File: src/rtl/core/grid_wall_mapper_assert.svh
// Assertion macros shared by the wall mapper RTL.
`ifndef GRID_WALL_MAPPER_ASSERT_SVH
`define GRID_WALL_MAPPER_ASSERT_SVH

// Same-cycle implication, disabled while reset is high.
`define GWM_ASSERT_IMPLY(label, clk, rst, ante, cons) \
   label: assert property (@(posedge clk) disable iff (rst) (ante) |-> (cons)) \
      else $error("grid_wall_mapper: same-cycle check failed");

// Next-cycle implication, disabled while reset is high.
`define GWM_ASSERT_NEXT(label, clk, rst, ante, cons) \
   label: assert property (@(posedge clk) disable iff (rst) (ante) |=> (cons)) \
      else $error("grid_wall_mapper: next-cycle check failed");

`endif

File: src/rtl/core/gwm_pkg.sv
package gwm_pkg;

   // Request codes carried on req_type.
   localparam logic [2:0] REQ_ADVANCE     = 3'd0;
   localparam logic [2:0] REQ_TURN_LEFT   = 3'd1;
   localparam logic [2:0] REQ_TURN_RIGHT  = 3'd2;
   localparam logic [2:0] REQ_TURN_AROUND = 3'd3;
   localparam logic [2:0] REQ_READ_CELL   = 3'd4;

   // Headings.
   localparam logic [1:0] HEAD_NORTH = 2'd0;
   localparam logic [1:0] HEAD_EAST  = 2'd1;
   localparam logic [1:0] HEAD_SOUTH = 2'd2;
   localparam logic [1:0] HEAD_WEST  = 2'd3;

   // Configuration register indexes.
   localparam int unsigned CSR_INDEX_W = 4;
   localparam logic [CSR_INDEX_W-1:0] CSR_FRONT_THRESHOLD = 4'd0;
   localparam logic [CSR_INDEX_W-1:0] CSR_SIDE_THRESHOLD  = 4'd1;

   localparam int unsigned DIST_W     = 16;
   localparam int unsigned MASK_W     = 4;
   localparam int unsigned RSP_POS_W  = 5;
   localparam int unsigned SELECT_W   = 5;

   localparam logic [DIST_W-1:0] FRONT_THRESHOLD_RESET = 16'd1500;
   localparam logic [DIST_W-1:0] SIDE_THRESHOLD_RESET  = 16'd120;

   // The start cell has its south and east walls known after reset.
   localparam logic [MASK_W-1:0] CELL0_RESET = 4'd6;

   typedef struct packed {
      logic off_grid;
      logic map_write;
      logic in_range;
   } nav_flags_type;

   // Wall bit for a heading: north bit 3, east bit 2, south bit 1, west bit 0.
   function automatic logic [MASK_W-1:0] wall_bit(input logic [1:0] dir);
      return 4'b1000 >> dir;
   endfunction

endpackage

File: src/rtl/core/gwm_ram.sv
module gwm_ram #(
   parameter int unsigned WIDTH = 4,
   parameter int unsigned DEPTH = 25
) (
   input  logic                     clock,
   input  logic                     rd_en,
   input  logic [$clog2(DEPTH)-1:0] rd_addr,
   output logic [WIDTH-1:0]         rd_data,
   input  logic                     wr_en,
   input  logic [$clog2(DEPTH)-1:0] wr_addr,
   input  logic [WIDTH-1:0]         wr_data
);

   logic [WIDTH-1:0] mem_ff [DEPTH];
   logic [WIDTH-1:0] rd_data_ff;

   always_ff @(posedge clock) begin
      if (wr_en) begin
         mem_ff[wr_addr] <= wr_data;
      end
      if (rd_en) begin
         rd_data_ff <= mem_ff[rd_addr];
      end
   end

   assign rd_data = rd_data_ff;

endmodule

File: src/rtl/core/gwm_cell_store.sv
module gwm_cell_store #(
   parameter int unsigned DEPTH = 25
) (
   input  logic                          clock,
   input  logic                          reset,
   input  logic                          rd_en,
   input  logic [$clog2(DEPTH)-1:0]      rd_addr,
   output logic [gwm_pkg::MASK_W-1:0]    rd_mask,
   input  logic                          wr_en,
   input  logic [$clog2(DEPTH)-1:0]      wr_addr,
   input  logic [gwm_pkg::MASK_W-1:0]    wr_data
);

   import gwm_pkg::*;

   localparam int unsigned ADDR_W = $clog2(DEPTH);

   logic [MASK_W-1:0] ram_rd_data;
   logic [DEPTH-1:0]  valid_ff, valid_in;
   logic              rd_valid_ff;
   logic [ADDR_W-1:0] rd_addr_ff;
   logic              fwd_valid_ff;
   logic [ADDR_W-1:0] fwd_addr_ff;
   logic [MASK_W-1:0] fwd_data_ff;

   gwm_ram #(
      .WIDTH (MASK_W),
      .DEPTH (DEPTH)
   ) u_ram (
      .clock   (clock),
      .rd_en   (rd_en),
      .rd_addr (rd_addr),
      .rd_data (ram_rd_data),
      .wr_en   (wr_en),
      .wr_addr (wr_addr),
      .wr_data (wr_data)
   );

   // A cell never written reads as its reset mask.
   always_comb begin
      valid_in = valid_ff;
      if (wr_en) begin
         valid_in[wr_addr] = 1'b1;
      end
   end

   always_ff @(posedge clock) begin
      if (reset) begin
         valid_ff     <= '0;
         fwd_valid_ff <= 1'b0;
      end else begin
         valid_ff <= valid_in;
         if (wr_en) begin
            fwd_valid_ff <= 1'b1;
         end
      end
      if (rd_en) begin
         rd_valid_ff <= valid_ff[rd_addr];
         rd_addr_ff  <= rd_addr;
      end
      if (wr_en) begin
         fwd_addr_ff <= wr_addr;
         fwd_data_ff <= wr_data;
      end
   end

   // The last write may land on the edge of the read, so it takes priority.
   always_comb begin
      if (fwd_valid_ff && (fwd_addr_ff == rd_addr_ff)) begin
         rd_mask = fwd_data_ff;
      end else if (rd_valid_ff) begin
         rd_mask = ram_rd_data;
      end else if (rd_addr_ff == '0) begin
         rd_mask = CELL0_RESET;
      end else begin
         rd_mask = '0;
      end
   end

endmodule

File: src/rtl/core/gwm_nav.sv
module gwm_nav #(
   parameter int unsigned GRID_SIDE = 5
) (
   input  logic                                       clock,
   input  logic                                       reset,
   input  logic                                       step,
   input  logic [2:0]                                 req_type,
   input  logic [gwm_pkg::DIST_W-1:0]                 front_distance,
   input  logic [gwm_pkg::DIST_W-1:0]                 left_distance,
   input  logic [gwm_pkg::DIST_W-1:0]                 right_distance,
   input  logic [gwm_pkg::SELECT_W-1:0]               cell_select,
   input  logic [gwm_pkg::DIST_W-1:0]                 front_threshold,
   input  logic [gwm_pkg::DIST_W-1:0]                 side_threshold,
   output logic [1:0]                                 heading_out,
   output logic [$clog2(GRID_SIDE*GRID_SIDE)-1:0]     position_out,
   output logic [$clog2(GRID_SIDE*GRID_SIDE)-1:0]     map_addr,
   output logic [gwm_pkg::MASK_W-1:0]                 sense_mask,
   output gwm_pkg::nav_flags_type                     flags
);

   import gwm_pkg::*;

   localparam int unsigned CELL_COUNT = GRID_SIDE * GRID_SIDE;
   localparam int unsigned CELL_AW    = $clog2(CELL_COUNT);
   localparam int unsigned CNT_W      = $clog2(CELL_COUNT + 1);
   localparam int unsigned SUM_W      = CNT_W + 1;
   localparam int unsigned SEL_W      = (CNT_W > SELECT_W) ? CNT_W : SELECT_W;

   logic [1:0]         heading_ff, heading_in;
   logic [CELL_AW-1:0] position_ff, position_in;
   logic [SUM_W-1:0]   pos_ext, adv_sum;
   logic               adv_ok;
   logic [SEL_W-1:0]   sel_ext;
   logic               sel_in_range;
   logic [MASK_W-1:0]  sense_all;

   assign pos_ext = SUM_W'(position_ff);

   // Target cell of an advance along the current heading.
   always_comb begin
      case (heading_ff)
         HEAD_NORTH: begin
            adv_sum = pos_ext + SUM_W'(GRID_SIDE);
            adv_ok  = adv_sum < SUM_W'(CELL_COUNT);
         end
         HEAD_EAST: begin
            adv_sum = pos_ext + SUM_W'(1);
            adv_ok  = adv_sum < SUM_W'(CELL_COUNT);
         end
         HEAD_SOUTH: begin
            adv_sum = pos_ext - SUM_W'(GRID_SIDE);
            adv_ok  = pos_ext >= SUM_W'(GRID_SIDE);
         end
         default: begin
            adv_sum = pos_ext - SUM_W'(1);
            adv_ok  = pos_ext != '0;
         end
      endcase
   end

   assign sel_ext      = SEL_W'(cell_select);
   assign sel_in_range = sel_ext < SEL_W'(CELL_COUNT);

   // Side walls are rotated by the heading.
   always_comb begin
      sense_all = '0;
      if (front_distance < front_threshold) begin
         sense_all = sense_all | wall_bit(heading_ff);
      end
      if (left_distance < side_threshold) begin
         sense_all = sense_all | wall_bit(heading_ff + 2'd3);
      end
      if (right_distance < side_threshold) begin
         sense_all = sense_all | wall_bit(heading_ff + 2'd1);
      end
   end

   always_comb begin
      heading_out     = heading_ff;
      position_out    = position_ff;
      map_addr        = position_ff;
      sense_mask      = '0;
      flags.off_grid  = 1'b0;
      flags.map_write = 1'b0;
      flags.in_range  = 1'b1;
      case (req_type)
         REQ_ADVANCE: begin
            if (adv_ok) begin
               position_out    = adv_sum[CELL_AW-1:0];
               map_addr        = adv_sum[CELL_AW-1:0];
               sense_mask      = sense_all;
               flags.map_write = 1'b1;
            end else begin
               flags.off_grid = 1'b1;
            end
         end
         REQ_TURN_LEFT: begin
            heading_out = heading_ff + 2'd3;
         end
         REQ_TURN_RIGHT: begin
            heading_out = heading_ff + 2'd1;
         end
         REQ_TURN_AROUND: begin
            heading_out = heading_ff + 2'd2;
         end
         REQ_READ_CELL: begin
            map_addr       = sel_ext[CELL_AW-1:0];
            flags.in_range = sel_in_range;
         end
         default: begin
            heading_out = heading_ff;
         end
      endcase
   end

   assign heading_in  = step ? heading_out : heading_ff;
   assign position_in = step ? position_out : position_ff;

   always_ff @(posedge clock) begin
      if (reset) begin
         heading_ff  <= HEAD_NORTH;
         position_ff <= '0;
      end else begin
         heading_ff  <= heading_in;
         position_ff <= position_in;
      end
   end

endmodule

File: src/rtl/core/grid_wall_mapper.sv
// Wall mapper for a robot driving a square maze of GRID_SIDE x GRID_SIDE cells.
// Request words on req_* advance the robot one cell along its heading (sensing
// walls from the three distance readings), turn it left, right or around, or
// read back the wall mask of one cell. Each request word gives exactly one
// response word on rsp_* with the heading, position and cell mask afterwards.
// Threshold registers are written on csr_*, which is always ready; write them
// only while no request is in flight.
// An accepted word passes through the map stage register and then the output
// register; one word can be accepted every cycle while the output is not stalled.
// The map stage serves the registered read of the map RAM: a word reads its cell
// on acceptance and writes it back as it leaves the map stage, with a forwarding
// register covering a read of the cell just written.
// Reset returns the heading to north and the position to cell 0, and clears the
// map at once through per-cell valid bits (cell 0 reads with its south and east
// walls set), so no clearing pass is needed and req_ready is high right after.
// When the receiver stalls, the response word holds in the output register and
// one further word may still be taken into the map stage; after that req_ready
// falls until the output drains.
`include "grid_wall_mapper_assert.svh"

module grid_wall_mapper #(
   parameter int unsigned GRID_SIDE = 5
) (
   input  logic                                  clock,
   input  logic                                  reset,
   // Configuration write channel
   input  logic                                  csr_valid,
   output logic                                  csr_ready,
   input  logic [gwm_pkg::CSR_INDEX_W-1:0]       csr_index,
   input  logic [gwm_pkg::DIST_W-1:0]            csr_wdata,
   // Request channel
   input  logic                                  req_valid,
   output logic                                  req_ready,
   input  logic [2:0]                            req_type,
   input  logic [gwm_pkg::DIST_W-1:0]            req_front_distance,
   input  logic [gwm_pkg::DIST_W-1:0]            req_left_distance,
   input  logic [gwm_pkg::DIST_W-1:0]            req_right_distance,
   input  logic [gwm_pkg::SELECT_W-1:0]          req_cell_select,
   // Response channel
   output logic                                  rsp_valid,
   input  logic                                  rsp_ready,
   output logic [1:0]                            rsp_heading,
   output logic [gwm_pkg::RSP_POS_W-1:0]         rsp_position,
   output logic [gwm_pkg::MASK_W-1:0]            rsp_cell_walls,
   output logic                                  rsp_off_grid
);

   import gwm_pkg::*;

   localparam int unsigned CELL_COUNT = GRID_SIDE * GRID_SIDE;
   localparam int unsigned CELL_AW    = $clog2(CELL_COUNT);
   localparam int unsigned POS_W      = (CELL_AW > RSP_POS_W) ? CELL_AW : RSP_POS_W;

   // Threshold registers.
   logic [DIST_W-1:0] front_threshold_ff, front_threshold_in;
   logic [DIST_W-1:0] side_threshold_ff, side_threshold_in;

   // Handshake and pipeline control.
   logic req_accept;
   logic out_free;
   logic s1_move;

   // Navigation results for the word being accepted.
   logic [1:0]         nav_heading;
   logic [CELL_AW-1:0] nav_position;
   logic [CELL_AW-1:0] nav_addr;
   logic [MASK_W-1:0]  nav_sense;
   nav_flags_type      nav_flags;

   // Map stage: the word waits here for its cell mask from the RAM.
   logic               s1_valid_ff, s1_valid_in;
   logic [1:0]         s1_heading_ff;
   logic [CELL_AW-1:0] s1_position_ff;
   logic [CELL_AW-1:0] s1_addr_ff;
   logic [MASK_W-1:0]  s1_sense_ff;
   nav_flags_type      s1_flags_ff;
   logic [MASK_W-1:0]  store_mask;
   logic [MASK_W-1:0]  cell_mask;
   logic [POS_W-1:0]   s1_pos_wide;

   // Output register.
   logic                 rsp_valid_ff, rsp_valid_in;
   logic [1:0]           rsp_heading_ff;
   logic [RSP_POS_W-1:0] rsp_position_ff;
   logic [MASK_W-1:0]    rsp_cell_walls_ff;
   logic                 rsp_off_grid_ff;

   // Configuration writes are always taken; an unknown index is ignored.
   assign csr_ready = 1'b1;

   always_comb begin
      front_threshold_in = front_threshold_ff;
      side_threshold_in  = side_threshold_ff;
      if (csr_valid) begin
         case (csr_index)
            CSR_FRONT_THRESHOLD: front_threshold_in = csr_wdata;
            CSR_SIDE_THRESHOLD:  side_threshold_in  = csr_wdata;
            default:             front_threshold_in = front_threshold_ff;
         endcase
      end
   end

   always_ff @(posedge clock) begin
      if (reset) begin
         front_threshold_ff <= FRONT_THRESHOLD_RESET;
         side_threshold_ff  <= SIDE_THRESHOLD_RESET;
      end else begin
         front_threshold_ff <= front_threshold_in;
         side_threshold_ff  <= side_threshold_in;
      end
   end

   // The map stage advances whenever the output register is empty or being
   // drained, and a new word may enter whenever the map stage will be free.
   assign out_free   = !rsp_valid_ff || rsp_ready;
   assign s1_move    = s1_valid_ff && out_free;
   assign req_ready  = !s1_valid_ff || out_free;
   assign req_accept = req_valid && req_ready;

   // Heading and position are updated as the word is accepted, so the next
   // word already sees them; only the map lags by one stage.
   gwm_nav #(
      .GRID_SIDE (GRID_SIDE)
   ) u_nav (
      .clock           (clock),
      .reset           (reset),
      .step            (req_accept),
      .req_type        (req_type),
      .front_distance  (req_front_distance),
      .left_distance   (req_left_distance),
      .right_distance  (req_right_distance),
      .cell_select     (req_cell_select),
      .front_threshold (front_threshold_ff),
      .side_threshold  (side_threshold_ff),
      .heading_out     (nav_heading),
      .position_out    (nav_position),
      .map_addr        (nav_addr),
      .sense_mask      (nav_sense),
      .flags           (nav_flags)
   );

   // The cell read is issued on acceptance; the updated mask is written back
   // as the word leaves the map stage.
   gwm_cell_store #(
      .DEPTH (CELL_COUNT)
   ) u_cell_store (
      .clock   (clock),
      .reset   (reset),
      .rd_en   (req_accept),
      .rd_addr (nav_addr),
      .rd_mask (store_mask),
      .wr_en   (s1_move && s1_flags_ff.map_write),
      .wr_addr (s1_addr_ff),
      .wr_data (cell_mask)
   );

   // Sensed walls are only non-zero on an advance that was made. A read of a
   // cell beyond the grid reports an empty mask.
   assign cell_mask   = s1_flags_ff.in_range ? (store_mask | s1_sense_ff) : '0;
   assign s1_pos_wide = POS_W'(s1_position_ff);

   always_comb begin
      s1_valid_in = s1_valid_ff;
      if (req_accept) begin
         s1_valid_in = 1'b1;
      end else if (s1_move) begin
         s1_valid_in = 1'b0;
      end
   end

   always_comb begin
      rsp_valid_in = rsp_valid_ff;
      if (s1_move) begin
         rsp_valid_in = 1'b1;
      end else if (rsp_ready) begin
         rsp_valid_in = 1'b0;
      end
   end

   always_ff @(posedge clock) begin
      if (reset) begin
         s1_valid_ff  <= 1'b0;
         rsp_valid_ff <= 1'b0;
      end else begin
         s1_valid_ff  <= s1_valid_in;
         rsp_valid_ff <= rsp_valid_in;
      end
      if (req_accept) begin
         s1_heading_ff  <= nav_heading;
         s1_position_ff <= nav_position;
         s1_addr_ff     <= nav_addr;
         s1_sense_ff    <= nav_sense;
         s1_flags_ff    <= nav_flags;
      end
      if (s1_move) begin
         rsp_heading_ff    <= s1_heading_ff;
         rsp_position_ff   <= s1_pos_wide[RSP_POS_W-1:0];
         rsp_cell_walls_ff <= cell_mask;
         rsp_off_grid_ff   <= s1_flags_ff.off_grid;
      end
   end

   assign rsp_valid      = rsp_valid_ff;
   assign rsp_heading    = rsp_heading_ff;
   assign rsp_position   = rsp_position_ff;
   assign rsp_cell_walls = rsp_cell_walls_ff;
   assign rsp_off_grid   = rsp_off_grid_ff;

   // With both stages full and the receiver stalled, no word may enter.
   `GWM_ASSERT_IMPLY(a_full_stall_blocks, clock, reset,
      s1_valid_ff && rsp_valid_ff && !rsp_ready, !req_ready)
   // An accepted word always lands in the map stage.
   `GWM_ASSERT_NEXT(a_accept_fills_stage, clock, reset, req_accept, s1_valid_ff)
   // A word held in the map stage keeps its cell address, so the RAM read
   // data and the write-back stay consistent across a stall.
   `GWM_ASSERT_NEXT(a_stage_holds, clock, reset, s1_valid_ff && !out_free,
      s1_valid_ff && $stable(s1_addr_ff))

endmodule
File: config.mk
export PLATFORM = sky130hd
export DESIGN_NAME = grid_wall_mapper
export DESIGN_NICKNAME = d
export VERILOG_FILES = /design/src/rtl/core/gwm_pkg.sv /design/src/rtl/core/gwm_ram.sv /design/src/rtl/core/gwm_cell_store.sv /design/src/rtl/core/gwm_nav.sv /design/src/rtl/core/grid_wall_mapper.sv
export VERILOG_INCLUDE_DIRS = /design/src /design/src/rtl/core
export SDC_FILE = /design/constraint.sdc
export NUM_CORES = 1
export LEC_CHECK = 0
export ABC_AREA = 0
export BUFFER_PORTS_ARGS = -buffer_cell sky130_fd_sc_hd__buf_2
export CORE_MARGIN = 2
export CORE_UTILIZATION = 40
export CTS_BUF_LIST = sky130_fd_sc_hd__clkbuf_4 sky130_fd_sc_hd__clkbuf_8 sky130_fd_sc_hd__clkbuf_16
export DETAILED_ROUTE_END_ITERATION = 10
export GPL_ROUTABILITY_DRIVEN = 0
export PLACE_DENSITY = 0.66
export SYNTH_ARGS = -nofsm -noshare
export SYNTH_HDL_FRONTEND = slang
export SYNTH_SLANG_ARGS = --single-unit
File: constraint.sdc
create_clock -name clock -period 3.46 [get_ports clock]
set_clock_uncertainty 0.2 [all_clocks]
set_input_delay 0.346 -clock clock [delete_from_list [all_inputs] [get_ports clock]]
set_output_delay 0.346 -clock clock [all_outputs]
set_load 0.02 [all_outputs]
### Word-level counts from Yosys, hierarchy flattened

Memories as Yosys holds them, arrays and structs flattened. A register that Yosys moved wholly into a read port is not among the register bits.
Cells that the tools add are included.

| cells by class | value |
|---|---|
| add/sub/neg operators | 7 |
| multipliers | 0 |
| div/mod/pow operators | 0 |
| $lt $le $gt $ge | 10 |
| equal/unequal tests | 8 |
| shift-type cells | 3 |
| muxes and demuxes | 25 |
| bitwise gates (word level) | 4 |
| reduce and logical (&&, ||, !) cells | 19 |

Operator list:

| cell | count |
|---|---|
| 16-bit less-than comparator | 3 |
| 25-bit OR | 1 |
| 4-bit two-way mux | 6 |
| 5-bit case mux with 3 select lines | 1 |
| 5-bit by 6-bit less-than comparator with 1-bit output (second input constant) | 2 |
| 6-bit by 5-bit less-than comparator with 1-bit output (second input constant) | 2 |
| 4-bit OR | 3 |
| 4-bit by 2-bit right shift with 4-bit output (first input constant) | 3 |
| 1-bit two-way mux | 10 |
| 5-bit two-way mux | 2 |
| 5-bit case mux with 2 select lines | 1 |
| 5-bit by 1-bit adder with 6-bit output (second input constant) | 1 |
| 5-bit by 3-bit adder with 6-bit output (second input constant) | 1 |
| 3-bit by 2-bit == test with 1-bit output (second input constant) | 2 |
| 2-bit case mux with 3 select lines | 1 |
| 2-bit AND reduction | 3 |
| 6-bit nonzero test | 1 |
| 1-bit binary-select mux with 5-bit select | 1 |
| 1-bit demux with 5-bit select | 1 |
| 5-bit == test | 1 |
| 5-bit by 1-bit greater-or-equal comparator with 1-bit output (second input constant) | 1 |
| 5-bit by 3-bit greater-or-equal comparator with 1-bit output (second input constant) | 1 |
| 1-bit logical AND | 5 |
| 5-bit logical NOT | 1 |
| 18 further kinds | 22 |

| word-level totals | value |
|---|---|
| flip-flop bits (word level) | 108 |
| latch bits | 0 |
| bits in writable memories | 100 |
| memory bits (read-only) | 0 |
| input bits | 81 |
| output and inout port bits | 15 |
| word-level logic and storage cells | 99 |
| memories kept | 1 |

Memories:

| name | words | width | read ports | clocked after memory_dff | wr ports | line | RTL |
|---|---|---|---|---|---|---|---|
| u_cell_store.u_ram.mem_ff | 25 | 4 | 1 | 1 | 1 | gwm_ram.sv:14 | `logic [WIDTH-1:0] mem_ff [DEPTH];` |

### Depth between registers and ports, before layout

Gate-level depths: netlist of the first run.

| logic depth | value |
|---|---|
| depth after elaboration | 7 |
| gate-level depth with buffers | 15 |
| gate-level depth less buffers | 12 |

### Modules after synthesis

A second synthesis of the first run with hierarchy kept.

| second synthesis, totals | value |
|---|---|
| cell total of the unflattened synthesis | 871 |
| area, all modules | 10586.4 sq um |

Modules (own cells, without submodules):

| module | instances | cells an instance | area an instance (sq um) | seq. area each (sq um) |
|---|---|---|---|---|
| gwm_ram | 1 | 223 | 4196.5 | 3123.0 |
| grid_wall_mapper | 1 | 180 | 2409.8 | 1611.5 |
| gwm_nav | 1 | 313 | 2289.7 | 140.1 |
| gwm_cell_store | 1 | 155 | 1690.4 | 970.9 |

### Least setup slack after synthesis of the first run

No wires, ideal clock.

| timing path | value |
|---|---|
| path type | reg-to-reg |
| from | reg u_nav.position_ff[1] |
| to | reg u_cell_store.rd_valid_ff (data pin) |
| setup time | 0.264 ns |
| arrival | 2.529 ns |
| required time | 2.996 ns |
| path slack | 0.467 ns |
| cell stages (with the launch flop) | 15 |
| buffers on the path | 2 |
| period minus slack after synthesis | 2.993 ns |
| cell sequence | dfxtp_1 buf_4 inv_1 ha_1 nor2b_1 nand3_1 o31ai_1 a21oi_1 nand2_2 inv_2 buf_2 a21oi_1 a32o_1 a211oi_1 o41a_1 |

| between the ends | value |
|---|---|
| word-level cells in the longest chain between the ends | 7 |
| elaborated cells on any way between the ends | 14 |
| classes of those cells | 4 x add/sub; 3 x order compare; 6 x mux; 1 x reduce/logical |

RTL lines:

| item | line | RTL |
|---|---|---|
| start, declared | gwm_nav.sv:30 | `logic [CELL_AW-1:0] position_ff, position_in;` |
| start signal, assigned | gwm_nav.sv:125 | `position_ff <= position_in;` |
| 5-bit by 1-bit adder with 6-bit output / 5-bit by 3-bit adder with 6-bit output (equally long branches) | gwm_nav.sv:47, gwm_nav.sv:43 |  |
| 6-bit by 5-bit less-than comparator with 1-bit output (on tied branches) | gwm_nav.sv:48, gwm_nav.sv:44 |  |
| 1-bit case mux with 3 select lines | gwm_nav.sv:41 | `case (heading_ff)` |
| 5-bit two-way mux | gwm_nav.sv:88 | `if (adv_ok) begin` |
| 5-bit case mux with 2 select lines (*) | gwm_nav.sv:86 | `case (req_type)` |
| 1-bit binary-select mux with 5-bit select (*) | gwm_cell_store.sv:58 | `rd_valid_ff <= valid_ff[rd_addr];` |
| 1-bit two-way mux (not written as such) (*) | gwm_cell_store.sv:58 |  |
| end signal, assigned | gwm_cell_store.sv:58 |  |
| end, declared | gwm_cell_store.sv:20 | `logic rd_valid_ff;` |

Every way passes the cells marked *; elsewhere a longest branch is shown, timed or not. The select of a mux whose other input is x is not followed.
A chain may end at the register's enable or synchronous reset.

### Worst setup path after layout of the first run

| timing path | value |
|---|---|
| from | reg u_nav.position_ff[1] |
| to | reg u_cell_store.u_ram.rd_data_ff[0] (netlist: u_cell_store.u_ram.rd_data[0]), read port of u_cell_store.u_ram.mem_ff (data pin) |

| between the ends | value |
|---|---|
| word-level cells in the longest chain between the ends | 5 |
| elaborated cells on any way between the ends | 12 |
| classes of those cells | 4 x add/sub; 3 x order compare; 4 x mux; 1 x reduce/logical |

RTL lines:

| item | line | RTL |
|---|---|---|
| 5-bit by 1-bit adder with 6-bit output / 5-bit by 3-bit adder with 6-bit output (equally long branches) | gwm_nav.sv:47, gwm_nav.sv:43 |  |
| 6-bit by 5-bit less-than comparator with 1-bit output (on tied branches) | gwm_nav.sv:48, gwm_nav.sv:44 |  |
| 1-bit case mux with 3 select lines | gwm_nav.sv:41 |  |
| 5-bit two-way mux | gwm_nav.sv:88 |  |
| 5-bit case mux with 2 select lines (*) | gwm_nav.sv:86 |  |
| end, declared | gwm_ram.sv:15 | `logic [WIDTH-1:0] rd_data_ff;` |

Every way passes the cells marked *; elsewhere a longest branch is shown, timed or not.

==> impl_metrics.csv, run 1 <==
group,metric,value,unit
status,status,"finished clean",
placement,dpl.hpwl,17.29,mm
final_layout,final_common_cell,"edfxtp_1",
final_layout,nets,1208,
yosys,ys_ff_latch,212,
final_layout,fill_cells,2278,
routing,antenna_left,0,
worst_setup_path,cpPeakStageDelay,0.43,ns
worst_setup_path,endpoint_kind,"flop",
routing,wl_per_cell,17.58,um
pwr,p_sw,1.553,mW
routing,firstDrtPassIters,7,
worst_hold_path,hp-class,"primary input to flop",
routing,drt_iter0_drc,515,
global_routing,grt_pass1_vias,7366,
cts,clk_latency,0.51,ns
floorplan,start_util,0.4082,
pwr,ir_worst_vdd,0.0004541,V
global_routing,grt_max_degree,56,
pwr,p_int,5.059,mW
worst_setup_path,crit_arrival,3.40,ns
placement,dpl.cell_count,1353,
routing,vias,7589,
floorplan,dieArea,27080,um2
timing,slew_violations,0,
cts,clk_pin_slew,0.06,ns
worst_setup_path,path_buf_inv,4,
final_layout,area_delta_synth_final,22.12,%
cts,clk_path_buf_depth,3,
global_routing,grt_pass1_wl,39.04,mm
pwr,pwr-share-clk,0.448,
yosys,syn-num-nets,1058,
timing,max_freq,0.2985,GHz
yosys,syn_inst,925,
worst_setup_path,cp.depth,13,
pwr,swShare,0.2349,
worst_setup_path,crit_family,"compound AO/OA/AOI/OAI gates",
pwr,power.density,525.1,nW/um2
cts,htreeDepth,1,
final_layout,final_layout_size_suffix_gt1_frac,0.2104,
pwr,power_leakage,4.960,nW
global_routing,grt_remaining_overflow,0,
cts,numCtsBuffers,24,
floorplan,core_area,25250,um2
yosys,yosysTopAreaCellShare,0.4223,
cts,cts_tree,"built",
flow_run,cap_violations,0,
cts,root_buffer,"clkbuf_16",
yosys,synth_async_sr_flop_share,0,
yosys,synth_ff_type,"edfxtp_1",
routing,routed_wl,25.07,mm
cts,cts.sinks,212,
yosys,syn_area_per_cell,11.15,um2
floorplan,io_pins,96,
yosys,synth.distinct_cells,81,
worst_hold_path,hold_depth,2,
routing,drc,0,
yosys,synth_edf_count,145,
worst_setup_path,slowest_stage,"a221oi_4",
floorplan,fp-row-count,58,
worst_setup_path,cp_cell_sequence,"inv_1, buf_4, ha_1, nor2b_1, and3_1, a21oi_4, buf_4, o21bai_2, a221oi_4, inv_2, nor2_2, a21boi_1, a211oi_1",
timing,finalSetupViolCount,0,
global_routing,track_usage,0.1850,
global_routing,antenna_found_initial,3,
worst_setup_path,cp_common_cell,"buf_4",
timing,hold_viol,0,
pwr,pwr-share-seq,0.430,
final_layout,final_cell_mix,"edfxtp_1 (145), nor2_1 (115), nand2_1 (108), buf_2 (94), dfxtp_1 (66)",
timing,period_minus_slack,3.351,ns
final_layout,layout.cells.non_filler,1426,
yosys,synthTopCellsByArea,"edfxtp_1 (42%), dfxtp_1 (13%), ha_1 (6.3%), mux2i_1 (4.4%), nor2_1 (4.3%)",
worst_setup_path,worst-path-max-fanout,11,
timing,period_share,0.9684,
worst_setup_path,cp-start-kind,"flop",
yosys,seq_area_frac_synth,0.5524,
yosys,synth_area,10310,um2
placement,io_buffer_count,94,
worst_setup_path,required,3.51,ns
routing,viasPerCell,5.322,
timing,worst_pin_slew,1.097,ns
yosys,yosys_warnings,0,
worst_setup_path,criticalPathCategory,"flop to flop",
worst_setup_path,reg2regPathDepth,13,
floorplan,die_w,164.5,um
pwr,pwr-share-comb,0.122,
floorplan,die_y,164.5,um
final_layout,final_util,0.4986,
timing,max_slew_margin,0.2689,
yosys,synth_top_cell_by_area,"edfxtp_1",
[worst paths after layout]
path | start | end | slack, ns
setup reg to reg | u_nav.position_ff[1]$_SDFFE_PP0P_ | u_cell_store.u_ram.rd_data[0]$_DFFE_PP_ | 0.11
setup / recovery | u_nav.position_ff[1]$_SDFFE_PP0P_ | u_cell_store.u_ram.rd_data[0]$_DFFE_PP_ | 0.11
hold / removal | reset | s1_valid_ff$_SDFFE_PP0P_ | 0.009
hold reg to reg | s1_pos_wide[3]$_DFFE_PP_ | rsp_position[3]$_DFFE_PP_ | 0.22
[repair_timing]
item	CTS	global route
hold buffers	21	0
setup endpoints to repair	3	7
pin swaps	1	5
resized for setup	1	12
setup buffers	0	4
cloned	1	0
endpoints found under the hold margin	35	0
[state kept, by name, summed over array words and instances, names as in the netlist, 2 cells and up]
signal / flops
u_cell_store.valid_ff: 25
front_threshold_ff: 16
u_cell_store.fwd_data_ff: 4
u_nav.heading_ff: 2
u_cell_store.u_ram.rd_data: 4
rsp_position: 5
s1_pos_wide: 5
u_nav.position_ff: 5
s1_sense_ff: 4
s1_flags_ff: 3
u_cell_store.u_ram.mem_ff: 100
u_cell_store.rd_addr_ff: 5
s1_heading_ff: 2
rsp_heading: 2
side_threshold_ff: 16
u_cell_store.fwd_addr_ff: 5
rsp_cell_walls: 4
[worst reg2reg max path: stages, from the launching register on]
cell and delay, ns:
dfxtp_2 0.35, inv_1 0.06, buf_4 0.16, ha_1 0.24, nor2b_1 0.16, and3_1 0.23, a21oi_4 0.23, buf_4 0.17
o21bai_2 0.08, a221oi_4 0.43, inv_2 0.20, nor2_2 0.21, a21boi_1 0.29, a211oi_1 0.07
[per-layer routing]
layer | track usage | wire [um] | up-vias
li1 | - | - | 3678
met1 | 0.2461 | 10900 | 3607
met2 | 0.3052 | 11720 | 266
met3 | 0.04244 | 1916 | 36
met4 | 0.04901 | 518 | 2
met5 | 0 | 13 | -
[logic make-up after synthesis]
logic type	share of synthesized area
mux	0.05352
buf+inv	0.03993
other cells	0.0003637
simple gates	0.1331
fa+ha+maj	0.06614
xor+xnor	0.009344
flops	0.5524
compound gates	0.1452
[power by group through the flow]
stage / logic (mW) / clock network (mW) / registers, mW
after detailed placement: 0.758 / 0 / 2.90
after floorplan: 0.485 / 0 / 2.90
after global placement: 0.747 / 0 / 2.90
after CTS: 0.791 / 3.00 / 2.84
after global routing: 0.874 / 3.10 / 2.85
final: 0.807 / 2.96 / 2.84
[final cells by class]
class | count | area, um2 | share of cell area
antenna | 3 | 7.507 | 0.0005962
clock buffer | 26 | 633.1 | 0.05028
clock inverter | 18 | 300.3 | 0.02385
inverter | 46 | 177.7 | 0.01411
multi-input combinational | 626 | 4282 | 0.3401
sequential | 212 | 5697 | 0.4525
tap | 330 | 412.9 | 0.03279
timing repair buffer | 165 | 1081 | 0.08586
[stage by stage]
stage                     worst slack [ns]  hold slack (ns)  instance area (um2)  total power, mW  setup TNS [ns]
after detailed placement           0.01596           0.2057                11330            3.655               0
after global routing              -0.02646          0.01887                12590            6.824        -0.05239
after global placement              0.1009           0.2011                11330            3.643               0
after floorplan                     0.4674           0.2003                10310            3.382               0
final                               0.1094         0.008838                12590            6.611               0
after CTS                          0.01017        0.0005823                12500            6.635               0
[cells in the mapped netlist, types with 5 or more instances]
library cell and instances:
a21o_1 30, xnor2_1 7, buf_4 9, nand3b_1 6
mux2i_1 45, nand4_1 7, o31a_1 7, nand2_1 108
nand2b_1 14, nor2_1 117, o21a_1 6, o21ai_0 16
a21boi_0 6, o211ai_1 8, buf_2 9, a32oi_1 8
a31oi_1 5, nor2b_1 7, inv_1 42, ha_1 52
mux2_2 5, and2_1 7, a211oi_1 12, clkbuf_1 20
edfxtp_1 145, a211o_1 7, and3_1 7, dfxtp_1 67
a21oi_1 42, nor3_1 11, nand3_1 10
Note: power is estimated with default switching activity, not from simulation.
==> run 2, diff against run 1 <==
--- a/config.mk
+++ b/config.mk
@@ -7,7 +7,7 @@
 export NUM_CORES = 1
 export LEC_CHECK = 0
 export ABC_AREA = 0
-export BUFFER_PORTS_ARGS = -buffer_cell sky130_fd_sc_hd__buf_2
+export BUFFER_PORTS_ARGS = -buffer_cell sky130_fd_sc_hd__buf_4
 export CORE_MARGIN = 2
 export CORE_UTILIZATION = 40
 export CTS_BUF_LIST = sky130_fd_sc_hd__clkbuf_4 sky130_fd_sc_hd__clkbuf_8 sky130_fd_sc_hd__clkbuf_16
==> run 2 against run 1 <==
  * Sequential power about the same
  * Highest routed layer is now met4
  * Total power decreased by 4.1%
  * Clock power shrank 12%
  * Non-clock buffer count unchanged
  * Critical path type unchanged
  * Die area is the same
==> impl_metrics.csv, run 2 (synthesized netlist as in run 1, its figures left out) <==
group,metric,value,unit
placement,io_buffer_count,94,
final_layout,regMostFlops,"u_cell_store.u_ram.mem_ff",
final_layout,final_layout_size_suffix_gt1_frac,0.2187,
worst_setup_path,rr_startpoint,"u_nav.position_ff[0]$_SDFFE_PP0P_",
worst_setup_path,cp-start-kind,"flop",
worst_setup_path,criticalPathCategory,"flop to flop",
timing,hold_viol,0,
final_layout,final_common_cell,"edfxtp_1",
global_routing,grt_pass1_wl,39.75,mm
final_layout,final_util,0.5090,
timing,max_slew_margin,0.2330,
pwr,power_leakage,5.029,nW
worst_hold_path,min_delay_worst_endpoint,"u_cell_store.rd_addr_ff[4]$_DFFE_PP_",
cts,cts.sinks,212,
routing,firstDrtPassIters,5,
worst_setup_path,cp_common_cell,"buf_4",
timing,worst_pin_slew,1.150,ns
worst_setup_path,crit_family,"compound AO/OA/AOI/OAI gates",
worst_setup_path,r2r_end,"u_cell_store.u_ram.rd_data[1]$_DFFE_PP_",
cts,htreeDepth,1,
worst_setup_path,crit_arrival,3.50,ns
final_layout,layout.cells.non_filler,1423,
worst_setup_path,path_buf_inv,2,
final_layout,largest_reg_flops,100,
floorplan,die_w,164.5,um
final_layout,fill_cells,2245,
worst_setup_path,slowest_stage,"o211ai_4",
timing,slew_violations,0,
pwr,ir_worst_vdd,0.0003684,V
final_layout,diodes,0,
cts,clk_path_buf_depth,3,
timing,max_freq,0.2981,GHz
worst_setup_path,cp_cell_sequence,"ha_2, buf_4, nand2_1, a31oi_1, buf_4, a21o_4, o211ai_4, o311ai_4, and3_1, o21a_1, o31a_1, a211oi_2",
worst_setup_path,reg2regPathDepth,12,
routing,drt_iter0_drc,786,
cts,root_buffer,"clkbuf_16",
global_routing,grt_pass1_vias,7484,
final_layout,final_cell_mix,"edfxtp_1 (145), buf_4 (139), nor2_1 (114), nand2_1 (108), dfxtp_1 (65)",
timing,final.setup.worst_slack,0.1059,ns
timing,setup_tns,0,ns
flow_run,cap_violations,0,
timing,period_minus_slack,3.354,ns
cts,clk_latency,0.51,ns
final_layout,largest_registers,"u_cell_store.u_ram.mem_ff: 100 flops, u_cell_store.valid_ff: 25 flops",
worst_hold_path,hp-start,"req_cell_select[4]",
placement,dpl.hpwl,17.31,mm
floorplan,fp-row-count,58,
pwr,power.density,493.5,nW/um2
final_layout,nets,1209,
cts,numCtsBuffers,23,
routing,vias,7696,
global_routing,grt_max_degree,68,
worst_hold_path,hp-class,"primary input to flop",
placement,post-place-ws,-0.04487,ns
worst_setup_path,rrSetupSlack,0.11,ns
final_layout,area_delta_synth_final,24.67,%
routing,routed_wl,25.76,mm
timing,period_share,0.9694,
floorplan,core_area,25250,um2
worst_hold_path,hold_depth,3,
routing,wl_per_cell,18.10,um
worst_setup_path,worst-path-max-fanout,7,
cts,clk_pin_slew,0.06,ns
worst_setup_path,required,3.60,ns
status,status,"finished clean",
routing,drc,0,
routing,viasPerCell,5.408,
floorplan,dieArea,27080,um2
cts,cts_tree,"built",
floorplan,io_pins,96,
routing,antenna_left,0,
global_routing,antenna_found_initial,0,
placement,dpl.cell_count,1346,
global_routing,track_usage,0.1879,
floorplan,start_util,0.4082,
timing,finalSetupViolCount,0,
worst_setup_path,cpPeakStageDelay,0.37,ns
global_routing,grt_remaining_overflow,0,
worst_setup_path,endpoint_kind,"flop",
floorplan,die_y,164.5,um
## run 2: worst reg2reg max path, cell delays in order (launching register included)
cell      delay (ns)
dfxtp_1         0.35
ha_2            0.23
buf_4           0.15
nand2_1         0.06
a31oi_1         0.10
buf_4           0.18
a21o_4          0.26
o211ai_4        0.37
o311ai_4        0.28
and3_1          0.30
o21a_1          0.17
o31a_1          0.33
a211oi_2        0.20
## run 2: worst max path at each step
stage,start,end,depth (start not counted)
5_1_grt,u_nav.heading_ff[0]$_SDFFE_PP0P_,u_cell_store.u_ram.rd_data[1]$_DFFE_PP_,11
3_5_place_dp,u_nav.heading_ff[0]$_SDFFE_PP0P_,u_cell_store.u_ram.rd_data[1]$_DFFE_PP_,11
6_report,u_nav.position_ff[0]$_SDFFE_PP0P_,u_cell_store.u_ram.rd_data[1]$_DFFE_PP_,12
4_1_cts,u_nav.position_ff[0]$_SDFFE_PP0P_,u_cell_store.u_ram.rd_data[3]$_DFFE_PP_,13
2_1_floorplan,u_nav.position_ff[1]$_SDFFE_PP0P_,u_cell_store.rd_valid_ff$_DFFE_PP_,14
3_3_place_gp,u_nav.position_ff[0]$_SDFFE_PP0P_,u_cell_store.u_ram.rd_data[2]$_DFFE_PP_,11
## run 2: metal layers
| metal | track usage | share of wire | routed length [um] |
|---|---|---|---|
| met5 | 0 | 0 | 0 |
| met3 | 0.03440 | 0.067 | 1735 |
| met2 | 0.3117 | 0.48 | 12270 |
| met1 | 0.2532 | 0.44 | 11270 |
| met4 | 0.05178 | 0.019 | 477 |
## run 2: power breakdown
| part | internal, mW | total [mW] | switching [mW] |
|---|---|---|---|
| sequential | 2.81 | 2.84 | 0.0335 |
| combinational | 0.382 | 0.893 | 0.511 |
| clock | 1.60 | 2.61 | 1.00 |
| total | 4.80 | 6.34 | 1.55 |
## run 2: what timing repair did
item	CTS	global route
gates resized for setup	2	31
hold buffers	21	0
endpoints found under the setup margin	5	8
setup buffers	0	9
cloned	1	4
endpoints found under the hold margin	35	0
pin swaps	1	10
## run 2: layout make-up
cell class              instances  area, um2  area share
flip-flops and latches        212       5698      0.4433
multi-input cells             628       4383      0.3410
repair buffers                165       1364      0.1061
clock buffers                  29      633.1     0.04926
well taps                     330      412.9     0.03212
inverters                      46      182.7     0.01421
clock inverters                13      180.2     0.01402
## run 2: stage by stage
stage	instance area, um2	hold slack (ns)	power [mW]
detailed placement	11520	0.2062	3.676
global placement	11520	0.2009	3.665
CTS	12570	0.07595	6.302
floorplan	10310	0.2003	3.382
global route	12850	0.05846	6.557
finish	12850	0.05447	6.343
==> run 3, diff against run 2 <==
--- a/config.mk
+++ b/config.mk
@@ -14,6 +14,7 @@
 export DETAILED_ROUTE_END_ITERATION = 10
 export GPL_ROUTABILITY_DRIVEN = 0
 export PLACE_DENSITY = 0.66
+export REMOVE_ABC_BUFFERS = 1
 export SYNTH_ARGS = -nofsm -noshare
 export SYNTH_HDL_FRONTEND = slang
 export SYNTH_SLANG_ARGS = --single-unit
==> run 3 against run 2 <==
  * Non-clock buffer count up 12
  * Routed wire length up 0.14%
  * Sequential power about the same
  * Clock power about the same
  * Cell count up 0.98%
  * Setup slack better by 0.026 ns
  * Highest routed layer unchanged
  * Worst hold slack better by 0.059 ns
  * Register-to-register slack better by 0.03 ns
  * Final area up 0.12%
  * Critical endpoint is now u_cell_store.rd_valid_ff$_DFFE_PP_
  * Total power up 0.28%
  * Fmax up 0.79%
  * First-iteration DRC count down 30%
==> impl_metrics.csv, run 3 (synthesized netlist as in run 1, its figures left out) <==
group,metric,value,unit
status,status,"finished clean",
routing,firstDrtPassIters,5,
worst_setup_path,cpPeakStageDelay,0.42,ns
timing,worst_pin_slew,1.094,ns
timing,hold_viol,0,
floorplan,io_pins,96,
cts,numCtsBuffers,24,
worst_setup_path,required,3.53,ns
final_layout,nets,1222,
placement,io_buffer_count,94,
timing,period_share,0.9618,
worst_hold_path,hp-start,"req_cell_select[4]",
final_layout,final_cell_mix,"buf_4 (154), edfxtp_1 (145), nor2_1 (114), nand2_1 (108), dfxtp_1 (65)",
timing,slew_violations,0,
routing,drc,0,
routing,routed_wl,25.79,mm
placement,dpl.hpwl,17.52,mm
worst_hold_path,hold_depth,3,
worst_setup_path,cp-start-kind,"flop",
final_layout,regMostFlops,"u_cell_store.u_ram.mem_ff",
cts,cts_tree,"built",
pwr,power.density,494.2,nW/um2
floorplan,start_util,0.4082,
routing,drt_iter0_drc,549,
worst_setup_path,rrSetupSlack,0.13,ns
routing,highest_layer,"met4",
routing,wl_met1,11.22,mm
timing,period_minus_slack,3.328,ns
final_layout,postLayoutCellArea,12870,um2
pwr,power_leakage,5.087,nW
floorplan,fp-row-count,58,
global_routing,grt_pass1_wl,39.76,mm
cts,clk_path_buf_depth,3,
global_routing,grt_remaining_overflow,0,
final_layout,area_delta_synth_final,24.82,%
global_routing,track_usage,0.1873,
floorplan,core_area,25250,um2
routing,vias,7674,
worst_setup_path,cp_common_cell,"buf_4",
floorplan,dieArea,27080,um2
cts,cts.sinks,212,
cts,clk_pin_slew,0.06,ns
routing,wl_met3,1.984,mm
timing,max_slew_margin,0.2706,
routing,antenna_left,0,
timing,max_freq,0.3005,GHz
final_layout,largest_reg_flops,100,
routing,wl_per_cell,17.95,um
worst_setup_path,criticalPathCategory,"flop to flop",
global_routing,grt_pass1_vias,7411,
pwr,ir_worst_vdd,0.0003105,V
worst_setup_path,endpoint_kind,"flop",
routing,viasPerCell,5.340,
final_layout,diodes,0,
routing,wl_met2,11.88,mm
placement,dpl_cell_area,11580,um2
global_routing,grt_max_degree,68,
worst_setup_path,slowest_stage,"o211ai_4",
cts,clk_latency,0.52,ns
cts,root_buffer,"clkbuf_16",
worst_setup_path,rr_startpoint,"u_nav.heading_ff[0]$_SDFFE_PP0P_",
floorplan,die_w,164.5,um
worst_setup_path,r2r_end,"u_cell_store.rd_valid_ff$_DFFE_PP_",
final_layout,final_layout_size_suffix_gt1_frac,0.2204,
cts,htreeDepth,1,
final_layout,largest_registers,"u_cell_store.u_ram.mem_ff: 100 flops, u_cell_store.valid_ff: 25 flops",
worst_setup_path,worst-path-max-fanout,7,
worst_setup_path,cp_cell_sequence,"inv_1, ha_1, nand2b_1, o21ai_0, buf_4, o21ai_4, o211ai_4, o311ai_4, buf_4, a21oi_1, a32o_1, a211oi_1, o41a_1",
worst_setup_path,reg2regPathDepth,13,
final_layout,final_common_cell,"buf_4",
floorplan,die_y,164.5,um
flow_run,cap_violations,0,
global_routing,antenna_found_initial,0,
timing,setup_tns,0,ns
timing,finalSetupViolCount,0,
final_layout,fill_cells,2236,
worst_hold_path,hp-class,"primary input to flop",
worst_hold_path,min_delay_worst_endpoint,"u_cell_store.rd_addr_ff[4]$_DFFE_PP_",
worst_setup_path,crit_arrival,3.40,ns
## run 3: worst max-delay path, delay by kind of cell (launching register included)
kind,cells,cell delay [ns]
simple gates,1,0.17
flops,1,0.32
fa+ha+maj,1,0.20
buf+inv,3,0.46
compound gates,8,1.72
## run 3: repair_timing
action	in CTS	in global routing
buffers inserted	0	13
resized for setup	1	18
cloned	1	2
hold endpoints to repair	35	0
setup endpoints to repair	4	9
hold buffers	21	0
pin swaps	1	7
## run 3: area by class of cell
cell class / count / area, um2 / share of cell area
clock inverters: 10 / 137.6 / 0.01070
repair buffers: 177 / 1406 / 0.1093
clock buffers: 34 / 688.2 / 0.05348
well taps: 330 / 412.9 / 0.03209
multi-input cells: 628 / 4345 / 0.3377
inverters: 46 / 180.2 / 0.01400
flip-flops and latches: 212 / 5698 / 0.4428
## run 3: metrics by stage
| step | setup slack, ns | utilization | total power, mW | hold slack [ns] | instances |
|---|---|---|---|---|---|
| final | 0.1323 | 0.5096 | 6.360 | 0.1134 | 1437 |
| after global routing | -0.009547 | 0.5096 | 6.584 | 0.09921 | 1437 |
| after CTS | 0.07597 | 0.5005 | 6.332 | 0.07001 | 1422 |
| after detailed placement | -0.06105 | 0.4585 | 3.691 | 0.2045 | 1356 |
| after global placement | 0.004720 | 0.4585 | 3.679 | 0.2009 | 1356 |
| after floorplan | -0.09861 | - | 3.339 | 0.2003 | 883 |
## run 3: worst max-delay path by stage
stage | start | end | slack, ns | cells past startpoint
finish | u_nav.heading_ff[0]$_SDFFE_PP0P_ | u_cell_store.rd_valid_ff$_DFFE_PP_ | 0.13 | 13
global route | u_nav.heading_ff[0]$_SDFFE_PP0P_ | u_cell_store.u_ram.rd_data[3]$_DFFE_PP_ | -0.01 | 12
CTS | u_nav.heading_ff[0]$_SDFFE_PP0P_ | u_cell_store.rd_valid_ff$_DFFE_PP_ | 0.08 | 12
detailed placement | u_nav.position_ff[1]$_SDFFE_PP0P_ | u_cell_store.u_ram.rd_data[2]$_DFFE_PP_ | -0.06 | 10
global placement | u_nav.position_ff[0]$_SDFFE_PP0P_ | u_cell_store.u_ram.rd_data[2]$_DFFE_PP_ | 0.005 | 10
floorplan | u_nav.position_ff[0]$_SDFFE_PP0P_ | u_cell_store.rd_valid_ff$_DFFE_PP_ | -0.1 | 12
## run 3: where the power goes
group	switching, mW	internal, mW
combinational	0.505	0.383
clock	1.01	1.61
sequential	0.0352	2.81
total	1.55	4.81
## run 3: routing by layer
layer | vias up | global-route usage
met4 | 0 | 0.05336
met3 | 50 | 0.04621
met5 | - | 0
li1 | 3701 | -
met2 | 281 | 0.3018
met1 | 3642 | 0.2516
